File: src/rtl/core/tkd_pkg.sv
`default_nettype none

package tkd_pkg;

   // Field widths
   localparam int KEY_W   = 9;
   localparam int COL_W   = 10;
   localparam int LINE_W  = 16;
   localparam int BYTE_W  = 8;
   localparam int CSR_IDX_W  = 2;
   localparam int CSR_DATA_W = 16;

   // Depth of the queue between parser and cursor unit
   localparam int QUEUE_DEPTH_DEFAULT = 2;

   // Register indexes
   localparam logic [CSR_IDX_W-1:0] REG_SCREEN_ROWS = 2'd0;
   localparam logic [CSR_IDX_W-1:0] REG_SCREEN_COLS = 2'd1;
   localparam logic [CSR_IDX_W-1:0] REG_LINE_COUNT  = 2'd2;

   // Register reset values
   localparam logic [COL_W-1:0]  ROWS_RESET  = 10'd24;
   localparam logic [COL_W-1:0]  COLS_RESET  = 10'd80;
   localparam logic [LINE_W-1:0] COUNT_RESET = 16'd0;

   // Terminal bytes
   localparam logic [BYTE_W-1:0] CH_ESC     = 8'h1b;
   localparam logic [BYTE_W-1:0] CH_QUIT    = 8'h11;
   localparam logic [BYTE_W-1:0] CH_BRACKET = "[";
   localparam logic [BYTE_W-1:0] CH_SS3     = "O";
   localparam logic [BYTE_W-1:0] CH_TILDE   = "~";

   // Key codes
   localparam logic [KEY_W-1:0] K_ESC   = 9'd27;
   localparam logic [KEY_W-1:0] K_QUIT  = 9'd17;
   localparam logic [KEY_W-1:0] K_LEFT  = 9'd256;
   localparam logic [KEY_W-1:0] K_RIGHT = 9'd257;
   localparam logic [KEY_W-1:0] K_UP    = 9'd258;
   localparam logic [KEY_W-1:0] K_DOWN  = 9'd259;
   localparam logic [KEY_W-1:0] K_DEL   = 9'd260;
   localparam logic [KEY_W-1:0] K_HOME  = 9'd261;
   localparam logic [KEY_W-1:0] K_END   = 9'd262;
   localparam logic [KEY_W-1:0] K_PGUP  = 9'd263;
   localparam logic [KEY_W-1:0] K_PGDN  = 9'd264;

   // One decoded key moving between parser, queue and cursor unit
   typedef struct packed {
      logic             valid;
      logic [KEY_W-1:0] key;
   } key_beat_type;

endpackage

`default_nettype wire

File: src/rtl/core/terminal_key_decoder_cursor_core.sv
// Terminal key decoder with cursor tracking.
//
// Input channel (req_*): one beat per terminal byte, or with req_opcode high a
// beat meaning the read wait expired. ESC sequences are parsed in the front
// stage; plain bytes, decoded keys and ESC on timeout or unknown sequences go
// into a two-entry queue. The cursor stage pops keys, moves and clamps the
// cursor, scrolls the row offset and presents one result beat on rsp_*.
// Beats that only advance the parser (ESC, sequence bytes, idle timeouts)
// produce no result.
// Config channel (csr_*): always ready; write only while the block is idle.
// A decoded key passes the queue and then the output register before rsp_valid
// rises; while the output is stalled, keys wait in the queue.
// Throughput: one input beat per cycle while the receiver takes each result,
// set by the cursor update in the back stage. When the receiver stalls, the output
// register holds its beat and the queue absorbs up to two more keys before req_ready drops.
// Reset clears the parser, queue, cursor and offset, and loads screen_rows 24,
// screen_cols 80, line_count 0. No clearing pass is needed.
`default_nettype none

module terminal_key_decoder_cursor_core import tkd_pkg::*; #(
   parameter int QUEUE_DEPTH = QUEUE_DEPTH_DEFAULT
) (
   input  wire logic                  clock,
   input  wire logic                  reset,
   input  wire logic                  req_valid,
   output logic                       req_ready,
   input  wire logic                  req_opcode,
   input  wire logic [BYTE_W-1:0]     req_in_byte,
   output logic                       rsp_valid,
   input  wire logic                  rsp_ready,
   output logic [KEY_W-1:0]           rsp_key_code,
   output logic [COL_W-1:0]           rsp_cursor_col,
   output logic [LINE_W-1:0]          rsp_cursor_row,
   output logic [LINE_W-1:0]          rsp_row_offset,
   output logic                       rsp_quit,
   input  wire logic                  csr_valid,
   output logic                       csr_ready,
   input  wire logic [CSR_IDX_W-1:0]  csr_index,
   input  wire logic [CSR_DATA_W-1:0] csr_data
);

   key_beat_type push, pop;
   logic         push_ready, pop_ready;

   tkd_front u_front (
      .clock       (clock),
      .reset       (reset),
      .req_valid   (req_valid),
      .req_ready   (req_ready),
      .req_opcode  (req_opcode),
      .req_in_byte (req_in_byte),
      .push_ready  (push_ready),
      .push        (push)
   );

   tkd_queue #(.DEPTH(QUEUE_DEPTH)) u_queue (
      .clock      (clock),
      .reset      (reset),
      .push       (push),
      .push_ready (push_ready),
      .pop        (pop),
      .pop_ready  (pop_ready)
   );

   tkd_cursor u_cursor (
      .clock          (clock),
      .reset          (reset),
      .csr_valid      (csr_valid),
      .csr_ready      (csr_ready),
      .csr_index      (csr_index),
      .csr_data       (csr_data),
      .pop            (pop),
      .pop_ready      (pop_ready),
      .rsp_valid      (rsp_valid),
      .rsp_ready      (rsp_ready),
      .rsp_key_code   (rsp_key_code),
      .rsp_cursor_col (rsp_cursor_col),
      .rsp_cursor_row (rsp_cursor_row),
      .rsp_row_offset (rsp_row_offset),
      .rsp_quit       (rsp_quit)
   );

endmodule

`default_nettype wire

File: src/rtl/core/tkd_front.sv
`default_nettype none

module tkd_front import tkd_pkg::*; (
   input  wire logic              clock,
   input  wire logic              reset,
   input  wire logic              req_valid,
   output logic                   req_ready,
   input  wire logic              req_opcode,
   input  wire logic [BYTE_W-1:0] req_in_byte,
   input  wire logic              push_ready,
   output key_beat_type           push
);

   typedef enum logic [1:0] {
      PH_IDLE,
      PH_ESC,
      PH_SEQ1,
      PH_SEQ2
   } phase_type;

   phase_type         phase_ff, phase_in;
   logic [BYTE_W-1:0] first_ff, first_in;
   logic [BYTE_W-1:0] second_ff, second_in;
   logic              accept;
   logic              is_digit;

   function automatic logic [KEY_W-1:0] decode_bracket(input logic [BYTE_W-1:0] b);
      logic [KEY_W-1:0] k;
      unique case (b)
         "A":     k = K_UP;
         "B":     k = K_DOWN;
         "C":     k = K_RIGHT;
         "D":     k = K_LEFT;
         "H":     k = K_HOME;
         "F":     k = K_END;
         default: k = K_ESC;
      endcase
      return k;
   endfunction

   function automatic logic [KEY_W-1:0] decode_tilde(input logic [BYTE_W-1:0] d);
      logic [KEY_W-1:0] k;
      unique case (d) inside
         "1", "7": k = K_HOME;
         "3":      k = K_DEL;
         "4", "8": k = K_END;
         "5":      k = K_PGUP;
         "6":      k = K_PGDN;
         default:  k = K_ESC;
      endcase
      return k;
   endfunction

   assign req_ready = push_ready;
   assign accept    = req_valid && push_ready;
   assign is_digit  = (req_in_byte >= "0") && (req_in_byte <= "9");

   // Classify the beat against the parse phase
   always_comb begin
      phase_in   = phase_ff;
      first_in   = first_ff;
      second_in  = second_ff;
      push.valid = 1'b0;
      push.key   = K_ESC;
      if (accept) begin
         unique case (phase_ff)
            PH_IDLE: begin
               if (!req_opcode) begin
                  if (req_in_byte == CH_ESC) begin
                     phase_in = PH_ESC;
                  end else begin
                     push.valid = 1'b1;
                     push.key   = {1'b0, req_in_byte};
                  end
               end
            end
            PH_ESC: begin
               if (req_opcode) begin
                  phase_in   = PH_IDLE;
                  push.valid = 1'b1;
               end else begin
                  first_in = req_in_byte;
                  phase_in = PH_SEQ1;
               end
            end
            PH_SEQ1: begin
               if (req_opcode) begin
                  phase_in   = PH_IDLE;
                  push.valid = 1'b1;
               end else begin
                  second_in = req_in_byte;
                  if (first_ff == CH_BRACKET && is_digit) begin
                     phase_in = PH_SEQ2;
                  end else begin
                     phase_in   = PH_IDLE;
                     push.valid = 1'b1;
                     if (first_ff == CH_BRACKET) begin
                        push.key = decode_bracket(req_in_byte);
                     end else if (first_ff == CH_SS3 && req_in_byte == "H") begin
                        push.key = K_HOME;
                     end else if (first_ff == CH_SS3 && req_in_byte == "F") begin
                        push.key = K_END;
                     end
                  end
               end
            end
            PH_SEQ2: begin
               phase_in   = PH_IDLE;
               push.valid = 1'b1;
               if (!req_opcode && req_in_byte == CH_TILDE) begin
                  push.key = decode_tilde(second_ff);
               end
            end
            default: phase_in = PH_IDLE;
         endcase
      end
   end

   // Hold parse state
   always_ff @(posedge clock) begin
      if (reset) begin
         phase_ff  <= PH_IDLE;
         first_ff  <= '0;
         second_ff <= '0;
      end else begin
         phase_ff  <= phase_in;
         first_ff  <= first_in;
         second_ff <= second_in;
      end
   end

endmodule

`default_nettype wire

File: src/rtl/core/tkd_queue.sv
`default_nettype none

module tkd_queue import tkd_pkg::*; #(
   parameter int DEPTH = QUEUE_DEPTH_DEFAULT
) (
   input  wire logic         clock,
   input  wire logic         reset,
   input  wire key_beat_type push,
   output logic              push_ready,
   output key_beat_type      pop,
   input  wire logic         pop_ready
);

   localparam int PTR_W = (DEPTH > 1) ? $clog2(DEPTH) : 1;
   localparam int CNT_W = $clog2(DEPTH + 1);
   localparam logic [PTR_W-1:0] LAST = PTR_W'(DEPTH - 1);

   logic [KEY_W-1:0] mem_ff [DEPTH];
   logic [PTR_W-1:0] wr_ptr_ff, wr_ptr_in;
   logic [PTR_W-1:0] rd_ptr_ff, rd_ptr_in;
   logic [CNT_W-1:0] count_ff, count_in;
   logic             do_push, do_pop;

   assign push_ready = (count_ff != CNT_W'(DEPTH));
   assign pop.valid  = (count_ff != '0);
   assign pop.key    = mem_ff[rd_ptr_ff];
   assign do_push    = push.valid && push_ready;
   assign do_pop     = pop.valid && pop_ready;

   // Advance pointers and the fill count
   always_comb begin
      wr_ptr_in = wr_ptr_ff;
      rd_ptr_in = rd_ptr_ff;
      count_in  = count_ff;
      if (do_push) begin
         wr_ptr_in = (wr_ptr_ff == LAST) ? '0 : wr_ptr_ff + PTR_W'(1);
      end
      if (do_pop) begin
         rd_ptr_in = (rd_ptr_ff == LAST) ? '0 : rd_ptr_ff + PTR_W'(1);
      end
      if (do_push && !do_pop) begin
         count_in = count_ff + CNT_W'(1);
      end else if (do_pop && !do_push) begin
         count_in = count_ff - CNT_W'(1);
      end
   end

   always_ff @(posedge clock) begin
      if (reset) begin
         wr_ptr_ff <= '0;
         rd_ptr_ff <= '0;
         count_ff  <= '0;
      end else begin
         wr_ptr_ff <= wr_ptr_in;
         rd_ptr_ff <= rd_ptr_in;
         count_ff  <= count_in;
      end
   end

   // Store entries
   always_ff @(posedge clock) begin
      if (do_push) begin
         mem_ff[wr_ptr_ff] <= push.key;
      end
   end

endmodule

`default_nettype wire

File: src/rtl/core/tkd_cursor.sv
`default_nettype none

module tkd_cursor import tkd_pkg::*; (
   input  wire logic                  clock,
   input  wire logic                  reset,
   input  wire logic                  csr_valid,
   output logic                       csr_ready,
   input  wire logic [CSR_IDX_W-1:0]  csr_index,
   input  wire logic [CSR_DATA_W-1:0] csr_data,
   input  wire key_beat_type          pop,
   output logic                       pop_ready,
   output logic                       rsp_valid,
   input  wire logic                  rsp_ready,
   output logic [KEY_W-1:0]           rsp_key_code,
   output logic [COL_W-1:0]           rsp_cursor_col,
   output logic [LINE_W-1:0]          rsp_cursor_row,
   output logic [LINE_W-1:0]          rsp_row_offset,
   output logic                       rsp_quit
);

   logic [COL_W-1:0]  rows_ff, cols_ff;
   logic [LINE_W-1:0] count_ff;
   logic [COL_W-1:0]  col_ff, col_in;
   logic [LINE_W-1:0] line_ff, line_in;
   logic [LINE_W-1:0] top_ff, top_in;
   logic              rsp_valid_ff;
   logic [KEY_W-1:0]  key_ff;
   logic              quit_ff;

   logic              take;
   logic [COL_W:0]    col_inc;
   logic [LINE_W:0]   pg_sum;
   logic [COL_W-1:0]  rows_eff;
   logic [LINE_W-1:0] top_mid;
   logic [LINE_W:0]   top_lim;

   assign csr_ready = 1'b1;
   assign pop_ready = !rsp_valid_ff || rsp_ready;
   assign take      = pop.valid && pop_ready;

   // Configuration registers
   always_ff @(posedge clock) begin
      if (reset) begin
         rows_ff  <= ROWS_RESET;
         cols_ff  <= COLS_RESET;
         count_ff <= COUNT_RESET;
      end else if (csr_valid) begin
         case (csr_index)
            REG_SCREEN_ROWS: rows_ff  <= csr_data[COL_W-1:0];
            REG_SCREEN_COLS: cols_ff  <= csr_data[COL_W-1:0];
            REG_LINE_COUNT:  count_ff <= csr_data;
            default: ;
         endcase
      end
   end

   assign col_inc = {1'b0, col_ff} + (COL_W+1)'(1);
   assign pg_sum  = {1'b0, line_ff} + {{(LINE_W-COL_W+1){1'b0}}, rows_ff};

   // Move the cursor for the key
   always_comb begin
      col_in  = col_ff;
      line_in = line_ff;
      case (pop.key)
         K_LEFT:  if (col_ff != '0) col_in = col_ff - COL_W'(1);
         K_RIGHT: if (col_inc < {1'b0, cols_ff}) col_in = col_inc[COL_W-1:0];
         K_UP:    if (line_ff != '0) line_in = line_ff - LINE_W'(1);
         K_DOWN:  if (line_ff < count_ff) line_in = line_ff + LINE_W'(1);
         K_HOME:  col_in = '0;
         K_END:   col_in = (cols_ff != '0) ? cols_ff - COL_W'(1) : '0;
         K_PGUP: begin
            if (line_ff >= {{(LINE_W-COL_W){1'b0}}, rows_ff}) begin
               line_in = line_ff - {{(LINE_W-COL_W){1'b0}}, rows_ff};
            end else begin
               line_in = '0;
            end
         end
         K_PGDN: begin
            if (line_ff < count_ff) begin
               line_in = (pg_sum > {1'b0, count_ff}) ? count_ff : pg_sum[LINE_W-1:0];
            end
         end
         default: ;
      endcase
   end

   // Scroll so the cursor line stays on screen
   always_comb begin
      rows_eff = (rows_ff == '0) ? COL_W'(1) : rows_ff;
      top_mid  = (line_in < top_ff) ? line_in : top_ff;
      top_lim  = {1'b0, top_mid} + {{(LINE_W-COL_W+1){1'b0}}, rows_eff};
      top_in   = top_mid;
      if ({1'b0, line_in} >= top_lim) begin
         top_in = line_in - {{(LINE_W-COL_W){1'b0}}, rows_eff} + LINE_W'(1);
      end
   end

   // Cursor state and output register
   always_ff @(posedge clock) begin
      if (reset) begin
         col_ff       <= '0;
         line_ff      <= '0;
         top_ff       <= '0;
         rsp_valid_ff <= 1'b0;
      end else begin
         if (take) begin
            col_ff  <= col_in;
            line_ff <= line_in;
            top_ff  <= top_in;
         end
         if (take) begin
            rsp_valid_ff <= 1'b1;
         end else if (rsp_ready) begin
            rsp_valid_ff <= 1'b0;
         end
      end
   end

   always_ff @(posedge clock) begin
      if (take) begin
         key_ff  <= pop.key;
         quit_ff <= (pop.key == K_QUIT);
      end
   end

   assign rsp_valid      = rsp_valid_ff;
   assign rsp_key_code   = key_ff;
   assign rsp_cursor_col = col_ff;
   assign rsp_cursor_row = line_ff;
   assign rsp_row_offset = top_ff;
   assign rsp_quit       = quit_ff;

endmodule

`default_nettype wire

File: config.mk
export PLATFORM = sky130hd
export DESIGN_NAME = terminal_key_decoder_cursor_core
export DESIGN_NICKNAME = d
export VERILOG_FILES = /design/src/rtl/core/tkd_pkg.sv /design/src/rtl/core/terminal_key_decoder_cursor_core.sv /design/src/rtl/core/tkd_front.sv /design/src/rtl/core/tkd_queue.sv /design/src/rtl/core/tkd_cursor.sv
export SDC_FILE = /design/constraint.sdc
export NUM_CORES = 1
export LEC_CHECK = 0
export BUFFER_PORTS_ARGS = -buffer_cell sky130_fd_sc_hd__buf_2
export CORE_ASPECT_RATIO = 0.6
export CORE_MARGIN = 2
export CORE_UTILIZATION = 55
export DETAILED_ROUTE_END_ITERATION = 10
export HOLD_SLACK_MARGIN = 0.1
export PLACE_DENSITY = 0.74
export SLEW_MARGIN = 25
export SYNTH_ARGS = -nofsm -noshare
export SYNTH_HDL_FRONTEND = slang
export SYNTH_SLANG_ARGS = --single-unit
File: constraint.sdc
create_clock -name clock -period 31.5 [get_ports clock]
set_clock_uncertainty 0.05 [all_clocks]
set_input_delay 1.575 -clock clock [delete_from_list [all_inputs] [get_ports clock]]
set_output_delay 1.575 -clock clock [all_outputs]
set_load 0.01 [all_outputs]
* Word-level counts from Yosys, hierarchy flattened
Memories as Yosys holds them, arrays and structs flattened. A register that Yosys moved wholly into a read port is not among the register bits.
Cells that the tools add are included.
** Word-level totals
- Bits in registers :: 111
- Memory bits (writable) :: 18
- Input bits :: 32
- Output and inout bits :: 55
- Logic and storage cells :: 153
- Memories :: 1
** Memory list
- u_queue.mem_ff :: words 2, bits a word 9, rd ports 1, clocked after Yosys merged registers in 1, write ports 1, RTL line tkd_queue.sv:18 : logic [KEY_W-1:0] mem_ff [DEPTH];
** Cells by class
- Add/subtract/negate cells :: 14
- Magnitude comparators :: 8
- Eq/ne operators :: 36
- Multiplexer cells :: 44
- Bitwise gates (word level) :: 1
- Reduce and logical (&&, ||, !) cells :: 34
** Operator list (number)
- 16-bit 2-to-1 mux :: 7
- 10-bit 2-to-1 mux :: 8
- 8-bit by 7-bit == test with 1-bit output (second input constant) :: 9
- 9-bit == test (second input constant) :: 8
- 16-bit one-hot mux with 4 select lines :: 1
- 8-bit by 6-bit == test with 1-bit output (second input constant) :: 7
- 9-bit one-hot mux with 6 select lines :: 1
- 9-bit 2-to-1 mux :: 5
- 9-bit one-hot mux with 5 select lines :: 1
- 10-bit one-hot mux with 4 select lines :: 1
- 16-bit by 10-bit adder with 17-bit output :: 2
- 16-bit by 1-bit adder with 16-bit output (second input constant) :: 2
- 16-bit less-than comparator :: 2
- 16-bit by 10-bit subtractor with 16-bit output :: 2
- 9-bit one-hot mux with 3 select lines :: 1
- 10-bit nonzero test :: 2
- 10-bit by 1-bit subtractor with 10-bit output (second input constant) :: 2
- 16-bit by 17-bit >= comparator with 1-bit output :: 1
- 17-bit by 16-bit greater-than comparator with 1-bit output :: 1
- 16-bit by 10-bit >= comparator with 1-bit output :: 1
- 16-bit nonzero test :: 1
- 16-bit by 1-bit subtractor with 16-bit output (second input constant) :: 1
- 2-bit 2-to-1 mux :: 7
- 10-bit by 1-bit adder with 11-bit output (second input constant) :: 1
- 27 further kinds :: 63

* Logic depth before layout (Yosys ltp)
- Depth in word-level cells :: 14
- Gate-level depth with buffers :: 58
- Gate-level depth less buffers :: 54

* Cells and area by module
A second synthesis with hierarchy kept.
** Second synthesis, totals
- Cell total of the unflattened synthesis :: 1620
- Area total of the unflattened synthesis :: 12693.4 µm²
** Modules (own cells, without submodules)
- tkd_cursor :: times used 1, cells each 1400, area an instance 10507.6 µm², seq. area each 1881.8 µm²
- tkd_front :: times used 1, cells each 168, area an instance 1308.8 µm², seq. area each 360.3 µm²
- tkd_queue :: times used 1, cells each 52, area an instance 877.1 µm², seq. area each 640.6 µm²

* Least setup slack after synthesis
No wires, ideal clock.
- Path kind :: flip-flop to flip-flop
- Start :: register u_cursor.line_ff[1], in the netlist u_cursor.rsp_cursor_row[1]
- End :: register u_cursor.top_ff[2], in the netlist u_cursor.rsp_row_offset[2]
- Setup time :: 122 ps
- Data arrival time :: 10597 ps
- Required time :: 31328 ps
- Setup slack :: 20731 ps
- Stages on the path, launching flop included :: 53
- Buffers on the path :: 3
- Clock period less this slack :: 10769 ps
- Cell sequence :: dfxtp_1 -> inv_1 -> fa_1 -> o21ba_1 -> or4_4 -> a211o_4 -> a211oi_1 -> xnor2_1 -> inv_1 -> ha_1 -> nand4_1 -> nor3_1 -> o31ai_1 -> a21boi_1 -> nor2_1 -> mux2_2 -> a221oi_1 -> a21oi_1 -> (+17 left out) -> a21oi_1 -> o21ai_0 -> a21oi_1 -> o21ai_0 -> nand2_1 -> xnor2_1 -> ha_1 -> a21oi_1 -> nor2b_1 -> o21ai_0 -> nand2b_1 -> a211oi_1 -> o21ai_0 -> o211ai_1 -> a22oi_4 -> buf_6 -> nor4b_2 -> a311o_1
** On the way
- Cells in the longest elaborated chain, start to end :: 10
- Elaborated cells on any way between the ends :: 21
- Classes of those cells :: add/sub: 7; order compare: 5; mux: 8; reduce/logical: 1
** Ends and longest elaborated chain
- start, declared :: RTL line tkd_cursor.sv:24 : logic [LINE_W-1:0] line_ff, line_in;
- start signal, assigned :: RTL line tkd_cursor.sv:108 : line_ff <= line_in;
- 16-bit by 10-bit adder with 17-bit output :: RTL line tkd_cursor.sv:58 : assign pg_sum = {1'b0, line_ff} + {{(LINE_W-COL_W+1){1'b0}}, rows_ff};
- 17-bit by 16-bit greater-than comparator with 1-bit output :: RTL line tkd_cursor.sv:80 : line_in = (pg_sum > {1'b0, count_ff}) ? count_ff : pg_sum[LINE_W-1:0];
- 16-bit 2-to-1 mux :: RTL line tkd_cursor.sv:80
- 16-bit 2-to-1 mux :: RTL line tkd_cursor.sv:79 : if (line_ff < count_ff) begin
- 16-bit one-hot mux with 4 select lines (*) :: RTL line tkd_cursor.sv:64 : case (pop.key)
- named net u_cursor.line_in[5] :: RTL line tkd_cursor.sv:24
- 16-bit less-than comparator :: RTL line tkd_cursor.sv:90 : top_mid = (line_in < top_ff) ? line_in : top_ff;
- 16-bit 2-to-1 mux :: RTL line tkd_cursor.sv:90
- 16-bit by 10-bit adder with 17-bit output :: RTL line tkd_cursor.sv:91 : top_lim = {1'b0, top_mid} + {{(LINE_W-COL_W+1){1'b0}}, rows_eff};
- 16-bit by 17-bit >= comparator with 1-bit output :: RTL line tkd_cursor.sv:93 : if ({1'b0, line_in} >= top_lim) begin
- 16-bit 2-to-1 mux (*) :: RTL line tkd_cursor.sv:93
- end signal, assigned :: RTL line tkd_cursor.sv:109 : top_ff <= top_in;
- end, declared :: RTL line tkd_cursor.sv:25 : logic [LINE_W-1:0] top_ff, top_in;
Mark *: on every way through the listed nets, which the timed path passes. The rest lies on a longest branch.
A chain may end at the register's enable or synchronous reset.

* Final worst setup path
- Start :: register u_cursor.line_ff[0], in the netlist u_cursor.rsp_cursor_row[0]
- End :: register u_cursor.top_ff[4], in the netlist u_cursor.rsp_row_offset[4]
Same word-level chain as after synthesis.

==> impl.org <==
** Timing
- In this run the tightest slew margin relative to its limit is 0.267.
- Setup total negative slack on the finished layout was measured at 0 ns.
- Worst Hold Slack :: roughly 0.4 ns
- The number of endpoints with negative hold slack in the final report is 0.
- Once routing completed, OpenROAD measured the worst setup slack at roughly 19 ns.
- At the pin with the least slew margin, the transition time is 1.09 ns.
- Peak Freq :: just under 80 MHz
- Fraction of the cycle the final worst path needs :: 0.411
- Minimum clock period :: about 13 ns
- Final number of max-transition violations :: 0
- Setup-failing EPs final :: 0
- Setup repair after global routing missed its margin :: false

** Floorplan
- Row generation in the floorplan step produced 42 rows.
- In this run the horizontal extent of the chip is a little under 200 um.
- After floorplanning, the core was sized to cover 21900 um2.
- For this configuration, the core starts out at a cell density of 0.556.
- The floorplan step set the die height to approximately 120 um.
- Top-level I/O count :: 87
- The die covers about 23000 um2.

** Cells and area
- Layout overhead on the synthesized area :: 9.69%
- # fillers :: 1977
- Of the cells placed in the final design, the portion with a size suffix greater than 1 is 0.114.
- At the end of the flow, the number of nets in the layout was 1767.
- Number of non-filler instances in the completed layout :: 1897
- Total non-filler cell area in the finished layout :: between 10000 and 15000 um2
- Multi-input gate area :: 8440 um2
- Antenna Cells :: 0
- Summing all flip-flop and latch instances after layout gives 2880 um2.
- Leaving out fill and tap cells, the most frequent cells in the layout are 160 x sky130_fd_sc_hd__nor2_1, 143 x sky130_fd_sc_hd__nand2_1, 133 x sky130_fd_sc_hd__ha_1, 121 x sky130_fd_sc_hd__a21oi_1, 115 x sky130_fd_sc_hd__inv_1.
- The library cell used most frequently in the layout, excluding fill and tap cells, is sky130_fd_sc_hd__nor2_1.

** Clock tree
- Clock-pin slew was measured on the worst setup and hold paths at approximately 0.07 ns.
- The clock passes through at most 2 buffers.
- After clock tree synthesis, the repair step resized 0 gates.
- Buffers inserted during clock tree synthesis total 17.
- Worst-Skew Late Latency :: between 0.4 and 0.5 ns
- Once the clock tree was built, the setup fixing pass inserted 0 buffers.
- Post-cts hold buffer count :: 0
- TritonCTS clock tree :: done
- H-Tree Depth :: 4
- Root buffer cell :: sky130_fd_sc_hd__clkbuf_16
- Clock net sink count :: 130

** Global route
- The via count of the first global-routing pass is approximately 11000.
- Leftover overflow at the end of global routing :: 0
- The first global-routing pass estimated 62500 um of wire.
- In the global route stage, overall resource usage came out at 0.347.
- In the global route stage, met2 resource usage came out at 0.418.
- For this run, global-route usage on met3 was measured as 0.135.
- Initial antenna violation count :: 0
- Met1 usage :: 0.555
- Highest-utilization routing layer at the global route stage :: met1
- Entering global routing, the biggest net connects 66 pins.

** Placement
- Placer's final routability congestion estimate :: 1.06
- During placement, the flow inserted port buffers numbering 85.
- HPWL after detailed placement :: 31300 um
- Once placement finished, the instance area stood at around 13000 um2.
- Prior to clock tree synthesis, the placed netlist has a worst setup slack of about 19 ns.
- Including well taps, the total number of placed cells is 1865.

** Synth
- Of the total synthesized cell area, the portion taken by full adders, half adders and majority gates is 0.144.
- Of the post-synthesis cell area, the part taken by muxes is 0.0536.
- Compound-Gate Fraction of Synth Area :: 0.231
- Yosys mapped a number of flops with a built-in enable equal to 28.
- Post-synth design cell area :: 12100 um2
- Proportion of register bits with asynchronous set or reset after synthesis :: 0
- After synthesis, the largest family of logic cells by area is compound AO/OA/AOI/OAI gates.
- Yosys printed 0 warnings.
- Register area share after synthesis :: 0.237
- The number of nets in the synthesized netlist is about 1700.
- Simple-Gate Fraction of Synth Area :: 0.217
- The synthesized design contains 130 register bits.
- After synthesis, the mean cell area works out to between 7 and 8 um2.
- Of the total synthesized cell area, the portion taken by XOR and XNOR cells is 0.0476.
- Prevailing post-synth register cell :: sky130_fd_sc_hd__dfxtp_1
- After synthesis, the netlist uses roughly 100 different library cells.
- The cell count after synthesis came out at ~1600.

** Routing
- The routed layout has about 12000 vias.
- For this run, design rule violations remaining after detail routing come to 0.
- Detailed-router iteration count before antenna repair :: 6
- Final antenna-violating net count :: 0
- Dividing the detail-routed via count by the number of cells gives 6.40.
- Detail-routed net length per standard cell :: ~21 um
- In this run, the number of DRC markers left after iteration 0 of detailed routing was 1585.
- DRT Wirelength :: between 40000 and 50000 um

** Worst setup path
- STA classifies the critical path endpoint as a register.
- Standard cell with the maximum stage delay on the critical path :: sky130_fd_sc_hd__a22oi_4
- Maximum fanout along the worst path :: 26
- The worst setup path is of the register to register kind.
- Worst endpoint data arrival time :: ~13 ns
- In this design, the stage delay of the slowest critical-path cell is 0.73 ns.
- The cell that appears most often on the critical path is sky130_fd_sc_hd__a21oi_1.
- Critical path required time :: 31.79 ns
- Type of origin of the critical path :: register

** Status
- The flow ran to the end, and the final reports show no timing, DRC or antenna violations.

** Flow run
- Count of maximum capacitance violations :: 0

** Min path
- The worst hold path belongs to the class register to register.

** Power
- Worst IR Drop VDD :: ~0.055 mV
- In this run the static leakage power is between 5 and 6 nW.
- Power spread over the standard cell area amounts to 76.2 nW/um2.
-- flip-flops by register name (all words and copies together) (netlist names), 9 cells and up, named ones only --
register	count
u_cursor.cols_ff	10
u_cursor.rsp_row_offset	16
u_cursor.count_ff	16
u_cursor.rows_ff	10
u_queue.mem_ff	18
u_cursor.rsp_key_code	9
u_cursor.rsp_cursor_row	16
u_cursor.rsp_cursor_col	10
-- through the flow --
| step | power [W] | utilization |
|---|---|---|
| after floorplan | 0.000632 | - |
| after global placement | 0.000768 | 0.580 |
| after detailed placement | 0.000776 | 0.581 |
| after CTS | 0.000995 | 0.610 |
| after global routing | 0.00107 | 0.610 |
| final | 0.00102 | 0.610 |
-- layout make-up --
class,instances,share of cell area
clock buffers,17,0.0319
clock inverters,15,0.0155
inverters,117,0.0330
multi-input cells,1228,0.634
flip-flops and latches,130,0.216
well taps,286,0.0269
repair buffers,104,0.0428
-- path summary, 6_finish.rpt --
| kind | startpoint | to | slack, ns | cells after the start |
|---|---|---|---|---|
| hold reg to reg | u_cursor.count_ff[7] | u_cursor.count_ff[7] | 0.41 | 2 |
| hold / removal | u_cursor.count_ff[7] | u_cursor.count_ff[7] | 0.41 | 2 |
| setup / recovery | u_cursor.rsp_cursor_row[0] | u_cursor.rsp_row_offset[4] | 18.55 | 51 |
| setup reg to reg | u_cursor.rsp_cursor_row[0] | u_cursor.rsp_row_offset[4] | 18.55 | 51 |
-- kinds of logic (layout without fill, tap and decap cells) --
logic type / count (synthesis) / in the layout
XOR/XNOR: 66 / 66
AO/OA/AOI/OAI: 420 / 420
other: 1 / 1
buffers and inverters: 212 / 253
AND/OR/NAND/NOR: 541 / 541
multiplexers: 63 / 63
adder cells (fa/ha/maj): 137 / 137
flip-flops: 130 / 130
-- cells in the mapped netlist, types with 5 or more instances --
| cell type | n | area (um2) |
|---|---|---|
| sky130_fd_sc_hd__o221ai_1 | 6 | 52.6 |
| sky130_fd_sc_hd__and3_1 | 15 | 93.8 |
| sky130_fd_sc_hd__nor3_1 | 33 | 165 |
| sky130_fd_sc_hd__mux2i_1 | 47 | 470 |
| sky130_fd_sc_hd__o31ai_1 | 7 | 52.6 |
| sky130_fd_sc_hd__or4_1 | 5 | 37.5 |
| sky130_fd_sc_hd__nor4_1 | 23 | 144 |
| sky130_fd_sc_hd__and2_1 | 6 | 37.5 |
| sky130_fd_sc_hd__clkbuf_1 | 77 | 289 |
| sky130_fd_sc_hd__or2_2 | 7 | 43.8 |
| sky130_fd_sc_hd__or3_1 | 10 | 62.6 |
| sky130_fd_sc_hd__o32ai_1 | 6 | 52.6 |
| sky130_fd_sc_hd__nor2_1 | 160 | 601 |
| sky130_fd_sc_hd__nor3b_1 | 8 | 60.1 |
| sky130_fd_sc_hd__mux2_2 | 16 | 180 |
| sky130_fd_sc_hd__nand2b_1 | 26 | 163 |
| sky130_fd_sc_hd__a21boi_0 | 5 | 37.5 |
| sky130_fd_sc_hd__edfxtp_1 | 28 | 841 |
| sky130_fd_sc_hd__a211oi_1 | 33 | 248 |
| sky130_fd_sc_hd__o21a_1 | 14 | 105 |
| sky130_fd_sc_hd__xnor2_1 | 45 | 394 |
| sky130_fd_sc_hd__nand4_1 | 19 | 119 |
| sky130_fd_sc_hd__a31oi_1 | 11 | 68.8 |
| sky130_fd_sc_hd__inv_1 | 115 | 432 |
| sky130_fd_sc_hd__ha_1 | 133 | 1660 |
| sky130_fd_sc_hd__o22ai_1 | 9 | 56.3 |
| sky130_fd_sc_hd__a21oi_1 | 121 | 606 |
| sky130_fd_sc_hd__nand3_1 | 42 | 210 |
| sky130_fd_sc_hd__buf_2 | 9 | 45.0 |
| sky130_fd_sc_hd__a221oi_1 | 14 | 123 |
| sky130_fd_sc_hd__a211o_1 | 6 | 52.6 |
| sky130_fd_sc_hd__dfxtp_1 | 102 | 2040 |
| sky130_fd_sc_hd__a21o_1 | 21 | 158 |
| sky130_fd_sc_hd__nor2b_1 | 17 | 106 |
| sky130_fd_sc_hd__nand2_1 | 143 | 537 |
| sky130_fd_sc_hd__xor2_1 | 21 | 184 |
| sky130_fd_sc_hd__o211ai_1 | 8 | 60.1 |
| sky130_fd_sc_hd__o21ai_0 | 88 | 440 |
-- power breakdown --
| group | internal (W) | switching (W) | leakage, nW |
|---|---|---|---|
| clock network | 0.000133 | 0.0000844 | 0.304 |
| logic | 0.000212 | 0.000365 | 4.26 |
| registers | 0.000194 | 0.0000279 | 1.08 |
| total | 0.000539 | 0.000477 | 5.65 |
-- metal layers --
metal  up-vias  wire length, um
met4         0              580
met1      5613            19600
met3        63             5990
met2       731            13900
met5         -                0
li1       5732                -
-- worst max-delay path: cells and delay by family (launching register included) --
family	cells	cell delay [ns]
xor gates and xnor gates	2	0.25
buffers and inverters	4	0.66
muxes	3	1.00
and+or+nand+nor	10	2.24
adders and majority gates	6	1.93
DFF	1	0.70
AOI/OAI and AO/OA	26	5.99
(Power assumes the default switching activity.)
